**config.mk**
```make
export PLATFORM = sky130hd
export DESIGN_NAME = rectangle_pixel_rasterizer_unit
export DESIGN_NICKNAME = d
export VERILOG_FILES = /design/src/hw/rtl/rpr_pkg.sv /design/src/hw/rtl/rpr_walker.sv /design/src/hw/rtl/rpr_addr.sv /design/src/hw/rtl/rectangle_pixel_rasterizer_unit.sv
export VERILOG_INCLUDE_DIRS = /design/src /design/src/hw/rtl
export SDC_FILE = /design/constraint.sdc
export NUM_CORES = 1
export LEC_CHECK = 0
export CAP_MARGIN = 20
export CORE_MARGIN = 8
export CORE_UTILIZATION = 44
export DETAILED_ROUTE_END_ITERATION = 8
export DONT_BUFFER_PORTS = 1
export PLACE_DENSITY = 0.69
export SETUP_SLACK_MARGIN = 0.1
export SYNTH_ARGS = -nofsm -noshare
export SYNTH_HDL_FRONTEND = slang
export SYNTH_SLANG_ARGS = --single-unit
```
**constraint.sdc**
```tcl
create_clock -name aclk -period 19 [get_ports aclk]
set_input_delay 3.8 -clock aclk [delete_from_list [all_inputs] [get_ports aclk]]
set_output_delay 3.8 -clock aclk [all_outputs]
set_load 0.005 [all_outputs]
```
**src/hw/rtl/rectangle_pixel_rasterizer_unit_defines.svh**
```systemverilog
// Assertion macros used by the rectangle rasterizer RTL.
`ifndef RECTANGLE_PIXEL_RASTERIZER_UNIT_DEFINES_SVH
`define RECTANGLE_PIXEL_RASTERIZER_UNIT_DEFINES_SVH

// Same-cycle implication, checked out of reset.
`define RPR_ASSERT_IMPL(label, clk, rstn, ante, cons) \
    label: assert property (@(posedge clk) disable iff (!(rstn)) (ante) |-> (cons)) \
        else $error("rasterizer check failed");

// Next-cycle implication, checked out of reset.
`define RPR_ASSERT_NEXT(label, clk, rstn, ante, cons) \
    label: assert property (@(posedge clk) disable iff (!(rstn)) (ante) |=> (cons)) \
        else $error("rasterizer check failed");

`endif

```
**src/hw/rtl/rpr_pkg.sv**
```systemverilog
// Shared types and constants of the rectangle pixel rasterizer.
`timescale 1ns / 1ps
package rpr_pkg;

    localparam int COORD_BITS_DEFAULT = 16;
    localparam int SIZE_BITS          = 13;
    localparam int STRIDE_BITS        = 14;
    localparam int ADDR_BITS          = 32;
    localparam int COLOR_BITS         = 16;
    localparam int PROD_BITS          = SIZE_BITS + STRIDE_BITS;
    localparam int OP_BITS            = 2;
    localparam int CFG_INDEX_BITS     = 2;
    localparam int CFG_DATA_BITS      = 32;

    localparam int OUT_USED_BITS = ADDR_BITS + COLOR_BITS + 1;
    localparam int OUT_DATA_BITS = ((OUT_USED_BITS + 7) / 8) * 8;
    localparam int OUT_PAD_BITS  = OUT_DATA_BITS - OUT_USED_BITS;

    localparam logic [SIZE_BITS-1:0]   SCREEN_WIDTH_RESET  = SIZE_BITS'(640);
    localparam logic [SIZE_BITS-1:0]   SCREEN_HEIGHT_RESET = SIZE_BITS'(480);
    localparam logic [STRIDE_BITS-1:0] ROW_STRIDE_RESET    = STRIDE_BITS'(1280);
    localparam logic [ADDR_BITS-1:0]   FRAME_BASE_RESET    = '0;

    typedef enum logic [OP_BITS-1:0] {
        OP_START_FILL    = 2'd0,
        OP_START_OUTLINE = 2'd1,
        OP_STEP          = 2'd2,
        OP_NONE          = 2'd3
    } opcode_t;

    typedef enum logic [CFG_INDEX_BITS-1:0] {
        CFG_SCREEN_WIDTH  = 2'd0,
        CFG_SCREEN_HEIGHT = 2'd1,
        CFG_ROW_STRIDE    = 2'd2,
        CFG_FRAME_BASE    = 2'd3
    } cfg_reg_t;

    typedef enum logic [4:0] {
        WS_IDLE   = 5'b00001,
        WS_FILL   = 5'b00010,
        WS_TOP    = 5'b00100,
        WS_SIDES  = 5'b01000,
        WS_BOTTOM = 5'b10000
    } walk_state_t;

    typedef struct packed {
        logic write_enable;
        logic last_pixel;
        logic busy_res;
    } pix_flags_t;

endpackage

```
**src/hw/rtl/rpr_walker.sv**
```systemverilog
// Rectangle walker: latches the command and picks the next pixel coordinate.
`timescale 1ns / 1ps
module rpr_walker
    import rpr_pkg::*;
#(
    parameter int COORD_BITS = COORD_BITS_DEFAULT
) (
    input  logic                         aclk,
    input  logic                         aresetn,
    input  logic                         load,
    input  logic [OP_BITS-1:0]           opcode,
    input  logic signed [COORD_BITS-1:0] corner_x,
    input  logic signed [COORD_BITS-1:0] corner_y,
    input  logic signed [COORD_BITS-1:0] rect_width,
    input  logic signed [COORD_BITS-1:0] rect_height,
    input  logic [COLOR_BITS-1:0]        fill_color,
    output logic signed [COORD_BITS:0]   px,
    output logic signed [COORD_BITS:0]   py,
    output logic [COLOR_BITS-1:0]        color,
    output pix_flags_t                   flags
);

    walk_state_t                  state_reg, state_next;
    logic [COORD_BITS-1:0]        walk_x_reg, walk_x_next;
    logic [COORD_BITS-1:0]        walk_y_reg, walk_y_next;
    logic [COORD_BITS-1:0]        span_w_reg, span_w_next;
    logic [COORD_BITS-1:0]        span_h_reg, span_h_next;
    logic signed [COORD_BITS-1:0] left_x_reg, left_x_next;
    logic signed [COORD_BITS-1:0] top_y_reg, top_y_next;
    logic [COLOR_BITS-1:0]        held_color_reg, held_color_next;
    logic                         side_right_reg, side_right_next;

    logic signed [COORD_BITS:0]   px_reg, px_next;
    logic signed [COORD_BITS:0]   py_reg, py_next;
    logic [COLOR_BITS-1:0]        color_reg;
    pix_flags_t                   flags_reg, flags_next;

    logic [COORD_BITS-1:0]        x_off, y_off;
    logic [COORD_BITS-1:0]        wx_inc, wy_inc;
    logic                         wx_end, wy_end;
    logic                         size_ok;

    assign wx_inc  = walk_x_reg + 1'b1;
    assign wy_inc  = walk_y_reg + 1'b1;
    assign wx_end  = (wx_inc == span_w_reg);
    assign wy_end  = (wy_inc == span_h_reg);
    assign size_ok = !rect_width[COORD_BITS-1] && (rect_width != '0) &&
                     !rect_height[COORD_BITS-1] && (rect_height != '0);

    always_comb begin
        state_next      = state_reg;
        walk_x_next     = walk_x_reg;
        walk_y_next     = walk_y_reg;
        span_w_next     = span_w_reg;
        span_h_next     = span_h_reg;
        left_x_next     = left_x_reg;
        top_y_next      = top_y_reg;
        held_color_next = held_color_reg;
        side_right_next = side_right_reg;
        flags_next      = '0;
        x_off           = '0;
        y_off           = '0;

        case (opcode_t'(opcode))
            OP_START_FILL, OP_START_OUTLINE: begin
                held_color_next = fill_color;
                left_x_next     = corner_x;
                top_y_next      = corner_y;
                walk_x_next     = '0;
                walk_y_next     = '0;
                side_right_next = 1'b0;
                if (size_ok) begin
                    span_w_next         = rect_width;
                    span_h_next         = rect_height;
                    state_next          = (opcode_t'(opcode) == OP_START_OUTLINE) ?
                                          WS_TOP : WS_FILL;
                    flags_next.busy_res = 1'b1;
                end else begin
                    span_w_next = '0;
                    span_h_next = '0;
                    state_next  = WS_IDLE;
                end
            end
            OP_STEP: begin
                flags_next.write_enable = (state_reg != WS_IDLE);
                flags_next.busy_res     = (state_reg != WS_IDLE);
                case (state_reg)
                    WS_FILL: begin
                        x_off       = walk_x_reg;
                        y_off       = walk_y_reg;
                        walk_x_next = wx_inc;
                        if (wx_end) begin
                            walk_x_next = '0;
                            walk_y_next = wy_inc;
                            if (wy_end) begin
                                state_next            = WS_IDLE;
                                flags_next.last_pixel = 1'b1;
                                flags_next.busy_res   = 1'b0;
                            end
                        end
                    end
                    WS_TOP: begin
                        x_off       = walk_x_reg;
                        walk_x_next = wx_inc;
                        if (wx_end) begin
                            walk_x_next     = '0;
                            walk_y_next     = '0;
                            side_right_next = 1'b0;
                            state_next      = WS_SIDES;
                        end
                    end
                    WS_SIDES: begin
                        x_off = side_right_reg ? span_w_reg : '0;
                        y_off = walk_y_reg;
                        if (!side_right_reg) begin
                            side_right_next = 1'b1;
                        end else begin
                            side_right_next = 1'b0;
                            walk_y_next     = wy_inc;
                            if (wy_end) begin
                                walk_x_next = '0;
                                state_next  = WS_BOTTOM;
                            end
                        end
                    end
                    WS_BOTTOM: begin
                        x_off       = walk_x_reg;
                        y_off       = span_h_reg - 1'b1;
                        walk_x_next = wx_inc;
                        if (wx_end) begin
                            state_next            = WS_IDLE;
                            flags_next.last_pixel = 1'b1;
                            flags_next.busy_res   = 1'b0;
                        end
                    end
                    default: begin
                        flags_next = '0;
                    end
                endcase
            end
            default: begin
                flags_next.busy_res = (state_reg != WS_IDLE);
            end
        endcase

        px_next = $signed({left_x_reg[COORD_BITS-1], left_x_reg}) + $signed({1'b0, x_off});
        py_next = $signed({top_y_reg[COORD_BITS-1], top_y_reg}) + $signed({1'b0, y_off});
    end

    always_ff @(posedge aclk) begin
        if (!aresetn) begin
            state_reg <= WS_IDLE;
        end else if (load) begin
            state_reg <= state_next;
        end
    end

    always_ff @(posedge aclk) begin
        if (load) begin
            walk_x_reg     <= walk_x_next;
            walk_y_reg     <= walk_y_next;
            span_w_reg     <= span_w_next;
            span_h_reg     <= span_h_next;
            left_x_reg     <= left_x_next;
            top_y_reg      <= top_y_next;
            held_color_reg <= held_color_next;
            side_right_reg <= side_right_next;
            px_reg         <= px_next;
            py_reg         <= py_next;
            color_reg      <= held_color_reg;
            flags_reg      <= flags_next;
        end
    end

    assign px    = px_reg;
    assign py    = py_reg;
    assign color = color_reg;
    assign flags = flags_reg;

endmodule

```
**src/hw/rtl/rpr_addr.sv**
```systemverilog
// Address stage: clamps the pixel to the screen and forms its byte address.
`timescale 1ns / 1ps
module rpr_addr
    import rpr_pkg::*;
#(
    parameter int COORD_BITS = COORD_BITS_DEFAULT
) (
    input  logic                       aclk,
    input  logic                       load,
    input  logic signed [COORD_BITS:0] px,
    input  logic signed [COORD_BITS:0] py,
    input  logic [COLOR_BITS-1:0]      color_in,
    input  pix_flags_t                 flags_in,
    input  logic [SIZE_BITS-1:0]       screen_width,
    input  logic [SIZE_BITS-1:0]       screen_height,
    input  logic [STRIDE_BITS-1:0]     row_stride,
    input  logic [ADDR_BITS-1:0]       frame_base,
    output logic [ADDR_BITS-1:0]       pixel_address,
    output logic [COLOR_BITS-1:0]      pixel_color,
    output pix_flags_t                 flags_out
);

    localparam int UW = (COORD_BITS > SIZE_BITS) ? COORD_BITS : SIZE_BITS;

    function automatic logic [SIZE_BITS-1:0] clamp_coord(
        input logic signed [COORD_BITS:0] v,
        input logic [SIZE_BITS-1:0]       size
    );
        logic [UW-1:0]        mag;
        logic [UW-1:0]        hi;
        logic [SIZE_BITS-1:0] res;
        hi  = (size == '0) ? '0 : UW'(size - 1'b1);
        mag = UW'(v[COORD_BITS-1:0]);
        if (v[COORD_BITS]) begin
            res = '0;
        end else if (mag > hi) begin
            res = SIZE_BITS'(hi);
        end else begin
            res = SIZE_BITS'(mag);
        end
        return res;
    endfunction

    logic [SIZE_BITS-1:0]  cx, cy;
    logic [PROD_BITS-1:0]  row_offset;
    logic [ADDR_BITS-1:0]  addr_next;
    logic [ADDR_BITS-1:0]  addr_reg;
    logic [COLOR_BITS-1:0] color_reg;
    pix_flags_t            flags_reg;

    assign cx         = clamp_coord(px, screen_width);
    assign cy         = clamp_coord(py, screen_height);
    assign row_offset = cy * row_stride;
    assign addr_next  = frame_base + ADDR_BITS'(row_offset) + ADDR_BITS'({cx, 1'b0});

    // Results without a write carry zero address and color.
    always_ff @(posedge aclk) begin
        if (load) begin
            addr_reg  <= flags_in.write_enable ? addr_next : '0;
            color_reg <= flags_in.write_enable ? color_in : '0;
            flags_reg <= flags_in;
        end
    end

    assign pixel_address = addr_reg;
    assign pixel_color   = color_reg;
    assign flags_out     = flags_reg;

endmodule

```
**src/hw/rtl/rectangle_pixel_rasterizer_unit.sv**
```systemverilog
// Rectangle pixel rasterizer: a start transfer latches a filled or outline rectangle and each
// step transfer returns one clamped pixel write (address base + y*stride + 2*x); every input
// transfer gives exactly one result transfer, in order. Throughput is one item per clock while
// the output does not stall, set by the walker, which updates its position in the same cycle
// it takes an item; a result passes the walker register, loaded at the input transfer, and
// then the clamp and 13x14 multiply-add address register, loaded when the output register is
// free or drains. Output backpressure stalls the input only once both registers hold items.
// Write the configuration only while no item is in flight.
`timescale 1ns / 1ps
`include "rectangle_pixel_rasterizer_unit_defines.svh"
module rectangle_pixel_rasterizer_unit
    import rpr_pkg::*;
#(
    parameter int COORD_BITS    = COORD_BITS_DEFAULT,
    localparam int IN_DATA_BITS = ((4 * COORD_BITS + COLOR_BITS + 7) / 8) * 8
) (
    input  logic                      aclk,
    input  logic                      aresetn,
    // configuration write channel
    input  logic                      cfg_valid,
    output logic                      cfg_ready,
    input  logic [CFG_INDEX_BITS-1:0] cfg_index,
    input  logic [CFG_DATA_BITS-1:0]  cfg_data,
    // input stream
    input  logic                      s_tvalid,
    output logic                      s_tready,
    // corner_x, corner_y, rect_width, rect_height, fill_color
    input  logic [IN_DATA_BITS-1:0]   s_tdata,
    input  logic [OP_BITS-1:0]        s_tuser,  // opcode
    // result stream
    output logic                      m_tvalid,
    input  logic                      m_tready,
    output logic [OUT_DATA_BITS-1:0]  m_tdata,  // pixel_address, pixel_color, busy_res
    output logic                      m_tuser,  // write_enable
    output logic                      m_tlast   // last_pixel
);

    logic [SIZE_BITS-1:0]   screen_width_reg;
    logic [SIZE_BITS-1:0]   screen_height_reg;
    logic [STRIDE_BITS-1:0] row_stride_reg;
    logic [ADDR_BITS-1:0]   frame_base_reg;

    logic       p1_valid_reg;
    logic       m_valid_reg;
    logic       s_accept;
    logic       p2_load;

    logic signed [COORD_BITS:0] walk_px, walk_py;
    logic [COLOR_BITS-1:0]      walk_color;
    pix_flags_t                 walk_flags;

    logic [ADDR_BITS-1:0]  out_address;
    logic [COLOR_BITS-1:0] out_color;
    pix_flags_t            out_flags;

    assign cfg_ready = 1'b1;

    always_ff @(posedge aclk) begin
        if (!aresetn) begin
            screen_width_reg  <= SCREEN_WIDTH_RESET;
            screen_height_reg <= SCREEN_HEIGHT_RESET;
            row_stride_reg    <= ROW_STRIDE_RESET;
            frame_base_reg    <= FRAME_BASE_RESET;
        end else if (cfg_valid && cfg_ready) begin
            case (cfg_reg_t'(cfg_index))
                CFG_SCREEN_WIDTH:  screen_width_reg  <= cfg_data[SIZE_BITS-1:0];
                CFG_SCREEN_HEIGHT: screen_height_reg <= cfg_data[SIZE_BITS-1:0];
                CFG_ROW_STRIDE:    row_stride_reg    <= cfg_data[STRIDE_BITS-1:0];
                CFG_FRAME_BASE:    frame_base_reg    <= cfg_data[ADDR_BITS-1:0];
                default: begin
                end
            endcase
        end
    end

    // Advance the address stage whenever the output register is free or drains.
    assign p2_load  = p1_valid_reg && (!m_valid_reg || m_tready);
    assign s_tready = !p1_valid_reg || p2_load;
    assign s_accept = s_tvalid && s_tready;

    always_ff @(posedge aclk) begin
        if (!aresetn) begin
            p1_valid_reg <= 1'b0;
            m_valid_reg  <= 1'b0;
        end else begin
            if (s_accept) begin
                p1_valid_reg <= 1'b1;
            end else if (p2_load) begin
                p1_valid_reg <= 1'b0;
            end
            if (p2_load) begin
                m_valid_reg <= 1'b1;
            end else if (m_tready) begin
                m_valid_reg <= 1'b0;
            end
        end
    end

    rpr_walker #(
        .COORD_BITS (COORD_BITS)
    ) u_walker (
        .aclk        (aclk),
        .aresetn     (aresetn),
        .load        (s_accept),
        .opcode      (s_tuser),
        .corner_x    ($signed(s_tdata[COORD_BITS-1:0])),
        .corner_y    ($signed(s_tdata[2*COORD_BITS-1:COORD_BITS])),
        .rect_width  ($signed(s_tdata[3*COORD_BITS-1:2*COORD_BITS])),
        .rect_height ($signed(s_tdata[4*COORD_BITS-1:3*COORD_BITS])),
        .fill_color  (s_tdata[4*COORD_BITS+COLOR_BITS-1:4*COORD_BITS]),
        .px          (walk_px),
        .py          (walk_py),
        .color       (walk_color),
        .flags       (walk_flags)
    );

    rpr_addr #(
        .COORD_BITS (COORD_BITS)
    ) u_addr (
        .aclk          (aclk),
        .load          (p2_load),
        .px            (walk_px),
        .py            (walk_py),
        .color_in      (walk_color),
        .flags_in      (walk_flags),
        .screen_width  (screen_width_reg),
        .screen_height (screen_height_reg),
        .row_stride    (row_stride_reg),
        .frame_base    (frame_base_reg),
        .pixel_address (out_address),
        .pixel_color   (out_color),
        .flags_out     (out_flags)
    );

    assign m_tvalid = m_valid_reg;
    assign m_tdata  = {{OUT_PAD_BITS{1'b0}}, out_flags.busy_res, out_color, out_address};
    assign m_tuser  = out_flags.write_enable;
    assign m_tlast  = out_flags.last_pixel;

    `RPR_ASSERT_IMPL(a_last_is_write, aclk, aresetn, m_tvalid && m_tlast, m_tuser)
    `RPR_ASSERT_IMPL(a_last_not_busy, aclk, aresetn, m_tvalid && m_tlast, !out_flags.busy_res)
    `RPR_ASSERT_IMPL(a_mid_busy, aclk, aresetn, m_tvalid && m_tuser && !m_tlast, out_flags.busy_res)
    `RPR_ASSERT_IMPL(a_ready_when_drained, aclk, aresetn, !m_valid_reg, s_tready)

endmodule

```
==> impl_metrics.xml, run 1 <==
<?xml version="1.0" encoding="UTF-8"?>
<metrics>
  <group name="logic_synthesis">
    <metric name="mappedNetlistArea" unit="um^2">23500</metric>
    <metric name="synth-xor-area-share" unit="%">4.80</metric>
    <metric name="synthMuxAreaShare" unit="%">0.746</metric>
    <metric name="yosys_warnings" unit="">0</metric>
    <metric name="synth_edf_count" unit="">217</metric>
    <metric name="synth_compound_gate_area_share" unit="%">14.5</metric>
    <metric name="syn-mean-instance-area" unit="um^2">9.75</metric>
    <metric name="dominant_combinational_cell_family_by_area_after_synthesis" unit="">adder cells</metric>
    <metric name="synthFlopType" unit="">sky130_fd_sc_hd__edfxtp_1</metric>
    <metric name="ys_seq_elements" unit="">296</metric>
    <metric name="synth_sequential_area_ratio" unit="%">34.5</metric>
    <metric name="yosys.area_share.simple" unit="%">16.1</metric>
    <metric name="synth.distinct_cells" unit="">77</metric>
    <metric name="synth_instances" unit="">2408</metric>
    <metric name="synthAdderAreaFrac" unit="%">23.1</metric>
    <metric name="postSynth.asyncResetShare" unit="%">0</metric>
  </group>
  <group name="worst_setup_path">
    <metric name="crit_path_max_incr_delay" unit="ns">0.64</metric>
    <metric name="worst-r2r-setup-slack" unit="ns">8.19</metric>
    <metric name="worst_path_max_delay_cell" unit="">sky130_fd_sc_hd__nand3_1</metric>
    <metric name="count_of_cell_instances_traversed_by_the_critical_path" unit="">36</metric>
    <metric name="timing.rr.end" unit="">u_addr.pixel_address[29]</metric>
    <metric name="critical_path_required" unit="ns">19.29</metric>
    <metric name="timing.reg2reg.worst_path_depth" unit="">36</metric>
    <metric name="critical_path.n_buffers_inverters" unit="">5</metric>
    <metric name="critical_path.reg2reg.startpoint" unit="">screen_height_reg[2]</metric>
    <metric name="timing.critical_path.from_type" unit="">flip-flop</metric>
    <metric name="cp_data_arrival_time" unit="ns">11.10</metric>
    <metric name="critPathMaxFanout" unit="">23</metric>
    <metric name="timing.setup.critical_path_class" unit="">reg2reg</metric>
    <metric name="crit_path_max_delay_family" unit="">adder cells</metric>
    <metric name="worstSetupEndpointType" unit="">flip-flop</metric>
  </group>
  <group name="layout">
    <metric name="n_antenna_cell" unit="">0</metric>
    <metric name="fraction_of_final_layout_cells_with_drive_strength_greater_than_1" unit="%">4.99</metric>
    <metric name="final_cell_mix" unit="">248 x sky130_fd_sc_hd__inv_1, 222 x sky130_fd_sc_hd__nand2_1, 217 x sky130_fd_sc_hd__edfxtp_1</metric>
    <metric name="syn2layout_area_growth" unit="%">7.81</metric>
    <metric name="layout.cells.most_common" unit="">sky130_fd_sc_hd__inv_1</metric>
    <metric name="finish.utilization" unit="%">48.1</metric>
    <metric name="stdcell_area" unit="um^2">25300</metric>
    <metric name="nNetsFinal" unit="">2807</metric>
  </group>
  <group name="die">
    <metric name="starting_density_of_the_core" unit="%">44.6</metric>
    <metric name="die_area" unit="um^2">61000</metric>
    <metric name="ports_placed_on_the_boundary" unit="">182</metric>
    <metric name="die_height" unit="um">247</metric>
    <metric name="std_cell_rows" unit="">84</metric>
    <metric name="core-area" unit="um^2">52700</metric>
    <metric name="die-width" unit="um">247</metric>
  </group>
  <group name="clocking">
    <metric name="cts_setup_buffers" unit="">0</metric>
    <metric name="cts.path.max_buffers" unit="">3</metric>
    <metric name="numCtsBuffers" unit="">36</metric>
    <metric name="postCtsHoldBufs" unit="">0</metric>
    <metric name="ctsResizeCount" unit="">0</metric>
    <metric name="cts.htree.levels" unit="">2</metric>
    <metric name="cts-root-buf" unit="">sky130_fd_sc_hd__clkbuf_16</metric>
    <metric name="clk_pin_slew" unit="ns">0.06</metric>
    <metric name="cts_tree" unit="">built</metric>
    <metric name="tritoncts_num_sinks" unit="">296</metric>
    <metric name="clock_insertion_delay_worst_skew" unit="ns">0.57</metric>
  </group>
  <group name="sta">
    <metric name="final.setup.worst_slack" unit="ns">8.19</metric>
    <metric name="whs" unit="ns">0.417</metric>
    <metric name="period_minus_slack" unit="ns">10.81</metric>
    <metric name="final-max-slew-violation-count" unit="">0</metric>
    <metric name="fmax" unit="MHz">92.5</metric>
    <metric name="final_min_period_over_clock_period" unit="%">56.9</metric>
    <metric name="tns" unit="ns">0</metric>
    <metric name="clock_skew" unit="ns">0.0354</metric>
    <metric name="unrepaired_setup_endpoints_after_global_routing" unit="">false</metric>
    <metric name="timing_hold_violations_final" unit="">0</metric>
    <metric name="worst_slew_pin_slew" unit="ns">1.01</metric>
    <metric name="setup_viol_count_final" unit="">0</metric>
    <metric name="relSlewSlack" unit="%">32.8</metric>
  </group>
  <group name="power">
    <metric name="p_seq_share" unit="%">41.9</metric>
    <metric name="pwr-share-clk" unit="%">38.0</metric>
    <metric name="power.combinational.fraction" unit="%">20.1</metric>
    <metric name="pwr_density_cell" unit="nW/um^2">71.4</metric>
    <metric name="leakage" unit="nW">10.5</metric>
    <metric name="power_switching" unit="W">0.000527</metric>
    <metric name="ir_worst_vdd" unit="mV">0.0606</metric>
    <metric name="power.switching_fraction" unit="%">29.2</metric>
    <metric name="power.internal" unit="W">0.00128</metric>
  </group>
  <group name="global_routing">
    <metric name="wire_length_of_the_first_global_routing_pass" unit="um">97500</metric>
    <metric name="number_of_global_route_vias_before_repair" unit="">17971</metric>
    <metric name="number_of_antenna_violations_at_the_first_check_in_global_routing" unit="">1</metric>
    <metric name="grt_overflow" unit="">0</metric>
    <metric name="grt_start_max_net_pins" unit="">85</metric>
    <metric name="track_usage" unit="%">20.1</metric>
  </group>
  <group name="worst_hold_path">
    <metric name="worst_hold_path.num_cells" unit="">0</metric>
    <metric name="min_path_type" unit="">reg2reg</metric>
    <metric name="hold_start" unit="">u_walker.held_color_reg[15]</metric>
    <metric name="hold_path_end" unit="">u_walker.color[15]</metric>
  </group>
  <group name="placed_design">
    <metric name="dp_slack" unit="ns">8.37</metric>
    <metric name="post-dp-hpwl" unit="um">49100</metric>
    <metric name="numPortBuffers" unit="">0</metric>
    <metric name="placement.cell_area" unit="um^2">24100</metric>
    <metric name="place_congestion" unit="">0.962</metric>
  </group>
  <group name="routing">
    <metric name="post_drt_wl_per_cell" unit="um">20.2</metric>
    <metric name="detail_route.iter0.violations" unit="">1334</metric>
    <metric name="ant_nets" unit="">0</metric>
    <metric name="detail_route.wirelength" unit="um">62000</metric>
    <metric name="routed_via_density" unit="">5.64</metric>
    <metric name="drt-pass1-iter-count" unit="">6</metric>
    <metric name="detailroute.via_count" unit="">17326</metric>
    <metric name="post-route-drc-count" unit="">0</metric>
  </group>
  <group name="run">
    <metric name="max_cap_viol_count" unit="">0</metric>
  </group>
  <group name="status">
    <metric name="run_status" unit="">finished clean</metric>
  </group>
</metrics>
-- cells in the mapped netlist (all sizes together) (58+ instances only) --
library cell	n	area, um^2
a21boi	66	495
a21o	95	713
a21oi	136	681
and2	62	388
clkbuf	100	377
dfxtp	79	1580
edfxtp	217	6520
fa	171	3420
ha	160	2000
inv	249	935
nand2	222	833
nor2	166	623
o21ai	58	294
xnor2	86	753
-- metal layers --
| layer | GRT usage (%) | vias up | share of wire (%) | wire (um) |
|---|---|---|---|---|
| met2 | 33.9 | 546 | 48 | 29600 |
| met4 | 6.69 | 0 | 3.0 | 1870 |
| met1 | 24.8 | 8465 | 42 | 25800 |
| met3 | 5.14 | 124 | 7.7 | 4790 |
| li1 | - | 8191 | - | - |
| met5 | 0 | - | 0 | 0 |
-- kinds of logic after synthesis --
family | Yosys count
AOI/OAI and AO/OA | 512
xor gates and xnor gates | 127
adders and majority gates | 331
buffers and inverters | 374
DFF | 296
muxes | 17
other | 2
and+or+nand+nor | 749
-- how the worst max path moves through the flow --
stage | from | to | slack, ns
after CTS | screen_height_reg[2] | u_addr.pixel_address[29] | 8.30
after floorplan | screen_height_reg[2] | u_addr.pixel_address[29] | 9.44
after global routing | screen_height_reg[2] | u_addr.pixel_address[29] | 7.34
after detailed placement | screen_height_reg[2] | u_addr.pixel_address[29] | 8.37
final | screen_height_reg[2] | u_addr.pixel_address[29] | 8.19
after global placement | screen_height_reg[2] | u_addr.pixel_address[29] | 8.59
-- area by class of cell --
class                   count  area [um^2]
fillers                  4857        27300
multi-input cells        1746        14000
flip-flops and latches    296         8100
clock buffers              46          968
inverters                 249          935
well taps                 688          861
clock inverters            20          239
repair buffers             26          228
-- power groups by stage --
stage	Combinational (W)	Sequential, W	Clock (W)
detailed placement	0.000364	0.000770	0
global route	0.000410	0.000760	0.000730
floorplan	0.000283	0.000757	0
finish	0.000364	0.000756	0.000687
global placement	0.000350	0.000769	0
CTS	0.000365	0.000757	0.000704
-- metrics by stage --
| step | std cells | total power [W] |
|---|---|---|
| floorplan | 2416 | 0.00104 |
| CTS | 3068 | 0.00183 |
| global placement | 3001 | 0.00112 |
| finish | 3071 | 0.00181 |
| detailed placement | 3002 | 0.00113 |
| global route | 3071 | 0.00190 |
Note: power is estimated with default switching activity, not from simulation.
==> run 2: changes to the inputs <==
--- a/config.mk
+++ b/config.mk
@@ -6,6 +6,7 @@
 export SDC_FILE = /design/constraint.sdc
 export NUM_CORES = 1
 export LEC_CHECK = 0
+export ABC_AREA = 1
 export CAP_MARGIN = 20
 export CORE_MARGIN = 8
 export CORE_UTILIZATION = 44
==> constraint.sdc (replaced) <==
create_clock -name aclk -period 10.3 [get_ports aclk]
set_input_delay 2.06 -clock aclk [delete_from_list [all_inputs] [get_ports aclk]]
set_output_delay 2.06 -clock aclk [all_outputs]
set_load 0.005 [all_outputs]
==> run 2 against run 1 <==
Critical endpoint is now u_addr.pixel_address[28]. Critical path type unchanged. Die area shrank 3.7%. Utilization grew 0.17 points. Non-clock buffer count shrank 15. Sequential cell count is the same. Via count grew 1.1%. Synthesized cell count grew 8.3%. Cell count grew 7.7%. Clock-buffer cell count shrank 3.
==> impl_metrics.xml, run 2 <==
<?xml version="1.0" encoding="UTF-8"?>
<metrics>
  <group name="power">
    <metric name="p_seq_share" unit="%">36.8</metric>
    <metric name="leakage" unit="nW">11.3</metric>
    <metric name="power_switching" unit="W">0.00127</metric>
    <metric name="pwr_density_cell" unit="nW/um^2">158</metric>
    <metric name="power.combinational.fraction" unit="%">27.1</metric>
    <metric name="power.switching_fraction" unit="%">32.8</metric>
    <metric name="ir_worst_vdd" unit="mV">0.130</metric>
    <metric name="pwr-share-clk" unit="%">36.1</metric>
    <metric name="power.internal" unit="W">0.00260</metric>
  </group>
  <group name="placed_design">
    <metric name="numPortBuffers" unit="">0</metric>
    <metric name="placement.cell_area" unit="um^2">23200</metric>
    <metric name="post-dp-hpwl" unit="um">48200</metric>
    <metric name="place_congestion" unit="">0.977</metric>
  </group>
  <group name="layout">
    <metric name="nNetsFinal" unit="">3053</metric>
    <metric name="finish.utilization" unit="%">48.2</metric>
    <metric name="fraction_of_final_layout_cells_with_drive_strength_greater_than_1" unit="%">4.38</metric>
    <metric name="stdcell_area" unit="um^2">24600</metric>
    <metric name="final_cell_mix" unit="">447 x sky130_fd_sc_hd__nand2_1, 440 x sky130_fd_sc_hd__inv_1, 330 x sky130_fd_sc_hd__nor2_1</metric>
    <metric name="syn2layout_area_growth" unit="%">9.07</metric>
    <metric name="layout.cells.most_common" unit="">sky130_fd_sc_hd__nand2_1</metric>
  </group>
  <group name="logic_synthesis">
    <metric name="synth_instances" unit="">2609</metric>
    <metric name="yosys_warnings" unit="">0</metric>
    <metric name="synth_sequential_area_ratio" unit="%">35.9</metric>
    <metric name="synth_common_cells" unit="">447 x sky130_fd_sc_hd__nand2_1, 441 x sky130_fd_sc_hd__inv_1, 331 x sky130_fd_sc_hd__nor2_1</metric>
    <metric name="synth_edf_count" unit="">217</metric>
    <metric name="syn-mean-instance-area" unit="um^2">8.64</metric>
    <metric name="synthFlopType" unit="">sky130_fd_sc_hd__edfxtp_1</metric>
    <metric name="dominant_combinational_cell_family_by_area_after_synthesis" unit="">adder cells</metric>
    <metric name="synth_compound_gate_area_share" unit="%">9.39</metric>
    <metric name="synth.most_common_cell" unit="">sky130_fd_sc_hd__nand2_1</metric>
    <metric name="synthMuxAreaShare" unit="%">0</metric>
    <metric name="yosys.area_share.simple" unit="%">18.8</metric>
    <metric name="postSynth.asyncResetShare" unit="%">0</metric>
    <metric name="ys_seq_elements" unit="">296</metric>
    <metric name="synth_largest_type_area_fraction" unit="%">28.9</metric>
    <metric name="synthAdderAreaFrac" unit="%">24.1</metric>
    <metric name="synth_top_area_cells" unit="">sky130_fd_sc_hd__edfxtp_1 29%, sky130_fd_sc_hd__fa_1 15%, sky130_fd_sc_hd__ha_1 8.9%</metric>
    <metric name="synth-xor-area-share" unit="%">2.83</metric>
    <metric name="synth_largest_area_cell" unit="">sky130_fd_sc_hd__edfxtp_1</metric>
    <metric name="mappedNetlistArea" unit="um^2">22600</metric>
    <metric name="synth.distinct_cells" unit="">55</metric>
  </group>
  <group name="clocking">
    <metric name="cts.path.max_buffers" unit="">3</metric>
    <metric name="tritoncts_num_sinks" unit="">296</metric>
    <metric name="ctsResizeCount" unit="">0</metric>
    <metric name="cts.htree.levels" unit="">2</metric>
    <metric name="clk_pin_slew" unit="ns">0.06</metric>
    <metric name="clock_insertion_delay_worst_skew" unit="ns">0.55</metric>
    <metric name="cts_setup_buffers" unit="">0</metric>
    <metric name="numCtsBuffers" unit="">37</metric>
    <metric name="cts-root-buf" unit="">sky130_fd_sc_hd__clkbuf_16</metric>
    <metric name="cts_tree" unit="">built</metric>
    <metric name="postCtsHoldBufs" unit="">0</metric>
  </group>
  <group name="die">
    <metric name="die_area" unit="um^2">58800</metric>
    <metric name="ports_placed_on_the_boundary" unit="">182</metric>
    <metric name="core-area" unit="um^2">51000</metric>
    <metric name="die_height" unit="um">242</metric>
    <metric name="die-width" unit="um">242</metric>
    <metric name="std_cell_rows" unit="">83</metric>
    <metric name="starting_density_of_the_core" unit="%">44.2</metric>
  </group>
  <group name="sta">
    <metric name="tns" unit="ns">0</metric>
    <metric name="final-max-slew-violation-count" unit="">0</metric>
    <metric name="setup_viol_count_final" unit="">0</metric>
    <metric name="relSlewSlack" unit="%">27.7</metric>
    <metric name="fmax" unit="MHz">107</metric>
    <metric name="clock_skew" unit="ns">0.0135</metric>
    <metric name="timing_hold_violations_final" unit="">0</metric>
    <metric name="period_minus_slack" unit="ns">9.36</metric>
    <metric name="worst_slew_pin_slew" unit="ns">1.08</metric>
    <metric name="final_min_period_over_clock_period" unit="%">90.8</metric>
    <metric name="whs" unit="ns">0.414</metric>
    <metric name="unrepaired_setup_endpoints_after_global_routing" unit="">false</metric>
  </group>
  <group name="global_routing">
    <metric name="grt_overflow" unit="">0</metric>
    <metric name="number_of_antenna_violations_at_the_first_check_in_global_routing" unit="">0</metric>
    <metric name="wire_length_of_the_first_global_routing_pass" unit="um">97000</metric>
    <metric name="track_usage" unit="%">20.4</metric>
    <metric name="number_of_global_route_vias_before_repair" unit="">18181</metric>
    <metric name="grt_start_max_net_pins" unit="">81</metric>
  </group>
  <group name="worst_setup_path">
    <metric name="crit_path_max_incr_delay" unit="ns">0.56</metric>
    <metric name="critPathMaxFanout" unit="">14</metric>
    <metric name="critical_path_required" unit="ns">10.59</metric>
    <metric name="timing.reg2reg.worst_path_depth" unit="">44</metric>
    <metric name="critical_path.most_common_cell" unit="">sky130_fd_sc_hd__inv_1</metric>
    <metric name="cp_data_arrival_time" unit="ns">9.65</metric>
    <metric name="timing.critical_path.from_type" unit="">flip-flop</metric>
    <metric name="timing.setup.critical_path_class" unit="">reg2reg</metric>
    <metric name="worst_path_max_delay_cell" unit="">sky130_fd_sc_hd__fa_1</metric>
    <metric name="worstSetupEndpointType" unit="">flip-flop</metric>
  </group>
  <group name="status">
    <metric name="run_status" unit="">finished clean</metric>
  </group>
  <group name="worst_hold_path">
    <metric name="min_path_type" unit="">reg2reg</metric>
    <metric name="worst_hold_path.num_cells" unit="">0</metric>
  </group>
  <group name="run">
    <metric name="max_cap_viol_count" unit="">0</metric>
  </group>
  <group name="routing">
    <metric name="post_drt_wl_per_cell" unit="um">18.4</metric>
    <metric name="detail_route.wirelength" unit="um">60800</metric>
    <metric name="ant_nets" unit="">0</metric>
    <metric name="drt-pass1-iter-count" unit="">5</metric>
    <metric name="routed_via_density" unit="">5.29</metric>
    <metric name="detail_route.iter0.violations" unit="">1276</metric>
    <metric name="post-route-drc-count" unit="">0</metric>
    <metric name="detailroute.via_count" unit="">17519</metric>
  </group>
</metrics>
## run 2: changes by cell type in the layout (fill, tap and decap cells not counted), moves of 29 or more
cell / before / now
sky130_fd_sc_hd__nand3_1: 47 / 121
sky130_fd_sc_hd__nand2b_1: 34 / 0
sky130_fd_sc_hd__a21boi_0: 66 / 7
sky130_fd_sc_hd__and2_1: 61 / 2
sky130_fd_sc_hd__nand2_1: 222 / 447
sky130_fd_sc_hd__xnor2_1: 86 / 23
sky130_fd_sc_hd__nor2_1: 165 / 330
sky130_fd_sc_hd__inv_1: 248 / 440
sky130_fd_sc_hd__a21o_1: 95 / 2
sky130_fd_sc_hd__o21ai_0: 54 / 123
sky130_fd_sc_hd__nor2b_1: 29 / 0
sky130_fd_sc_hd__a21oi_1: 134 / 179
## run 2: logic make-up (layout without fill, tap and decap cells)
family	after synthesis	count (layout)
and+or+nand+nor	1004	1004
buffers and inverters	526	536
AOI/OAI and AO/OA	382	382
adders and majority gates	331	331
DFF	296	296
xor gates and xnor gates	68	68
other	2	12
## run 2: worst paths after layout
| kind | startpoint | endpoint | slack, ns |
|---|---|---|---|
| min | u_walker.held_color_reg[10] | u_walker.color[10] | 0.41 |
| max | screen_height_reg[0] | u_addr.pixel_address[28] | 0.94 |
| min reg2reg | u_walker.held_color_reg[10] | u_walker.color[10] | 0.41 |
| max reg2reg | screen_height_reg[0] | u_addr.pixel_address[28] | 0.94 |
## run 2: critical path, delay by kind of cell, from the launching register on
family | cells | cell delay, ns
and+or+nand+nor | 15 | 2.42
AOI/OAI and AO/OA | 10 | 1.71
DFF | 1 | 0.31
adders and majority gates | 9 | 3.76
buffers and inverters | 10 | 0.89
## run 2: through the flow
step / total power (W) / cells / setup slack, ns
3_5_place_dp: 0.00251 / 3240 / 0.967
5_1_grt: 0.00412 / 3307 / 0.163
2_1_floorplan: 0.00222 / 2617 / 2.48
4_1_cts: 0.00392 / 3305 / 0.948
6_report: 0.00387 / 3309 / 0.944
3_3_place_gp: 0.00247 / 3239 / 1.41
## run 2: power groups by stage
stage                     registers (W)  clock network (W)  logic, W
after CTS                       0.00142            0.00143   0.00106
after detailed placement        0.00145                  0   0.00106
after global routing            0.00143            0.00148   0.00121
after floorplan                 0.00143                  0  0.000795
after global placement          0.00145                  0   0.00102
final                           0.00142            0.00140   0.00105
## run 2: cell type report
cell class / instances / area (um^2)
Antenna cell: 2 / 5.00
Fill cell: 4841 / 26400
Timing Repair Buffer: 11 / 114
Multi-Input combinational cell: 1795 / 12500
Clock inverter: 22 / 313
Sequential cell: 296 / 8100
Tap cell: 680 / 851
Clock buffer: 43 / 990
Inverter: 460 / 1730
## run 2: metal layers
metal	wire length, um	GRT usage, %	vias up
li1	-	-	8414
met1	25200	24.4	8397
met2	29600	36.1	580
met3	4000	4.12	128
met4	2030	7.01	0
met5	0	0	-
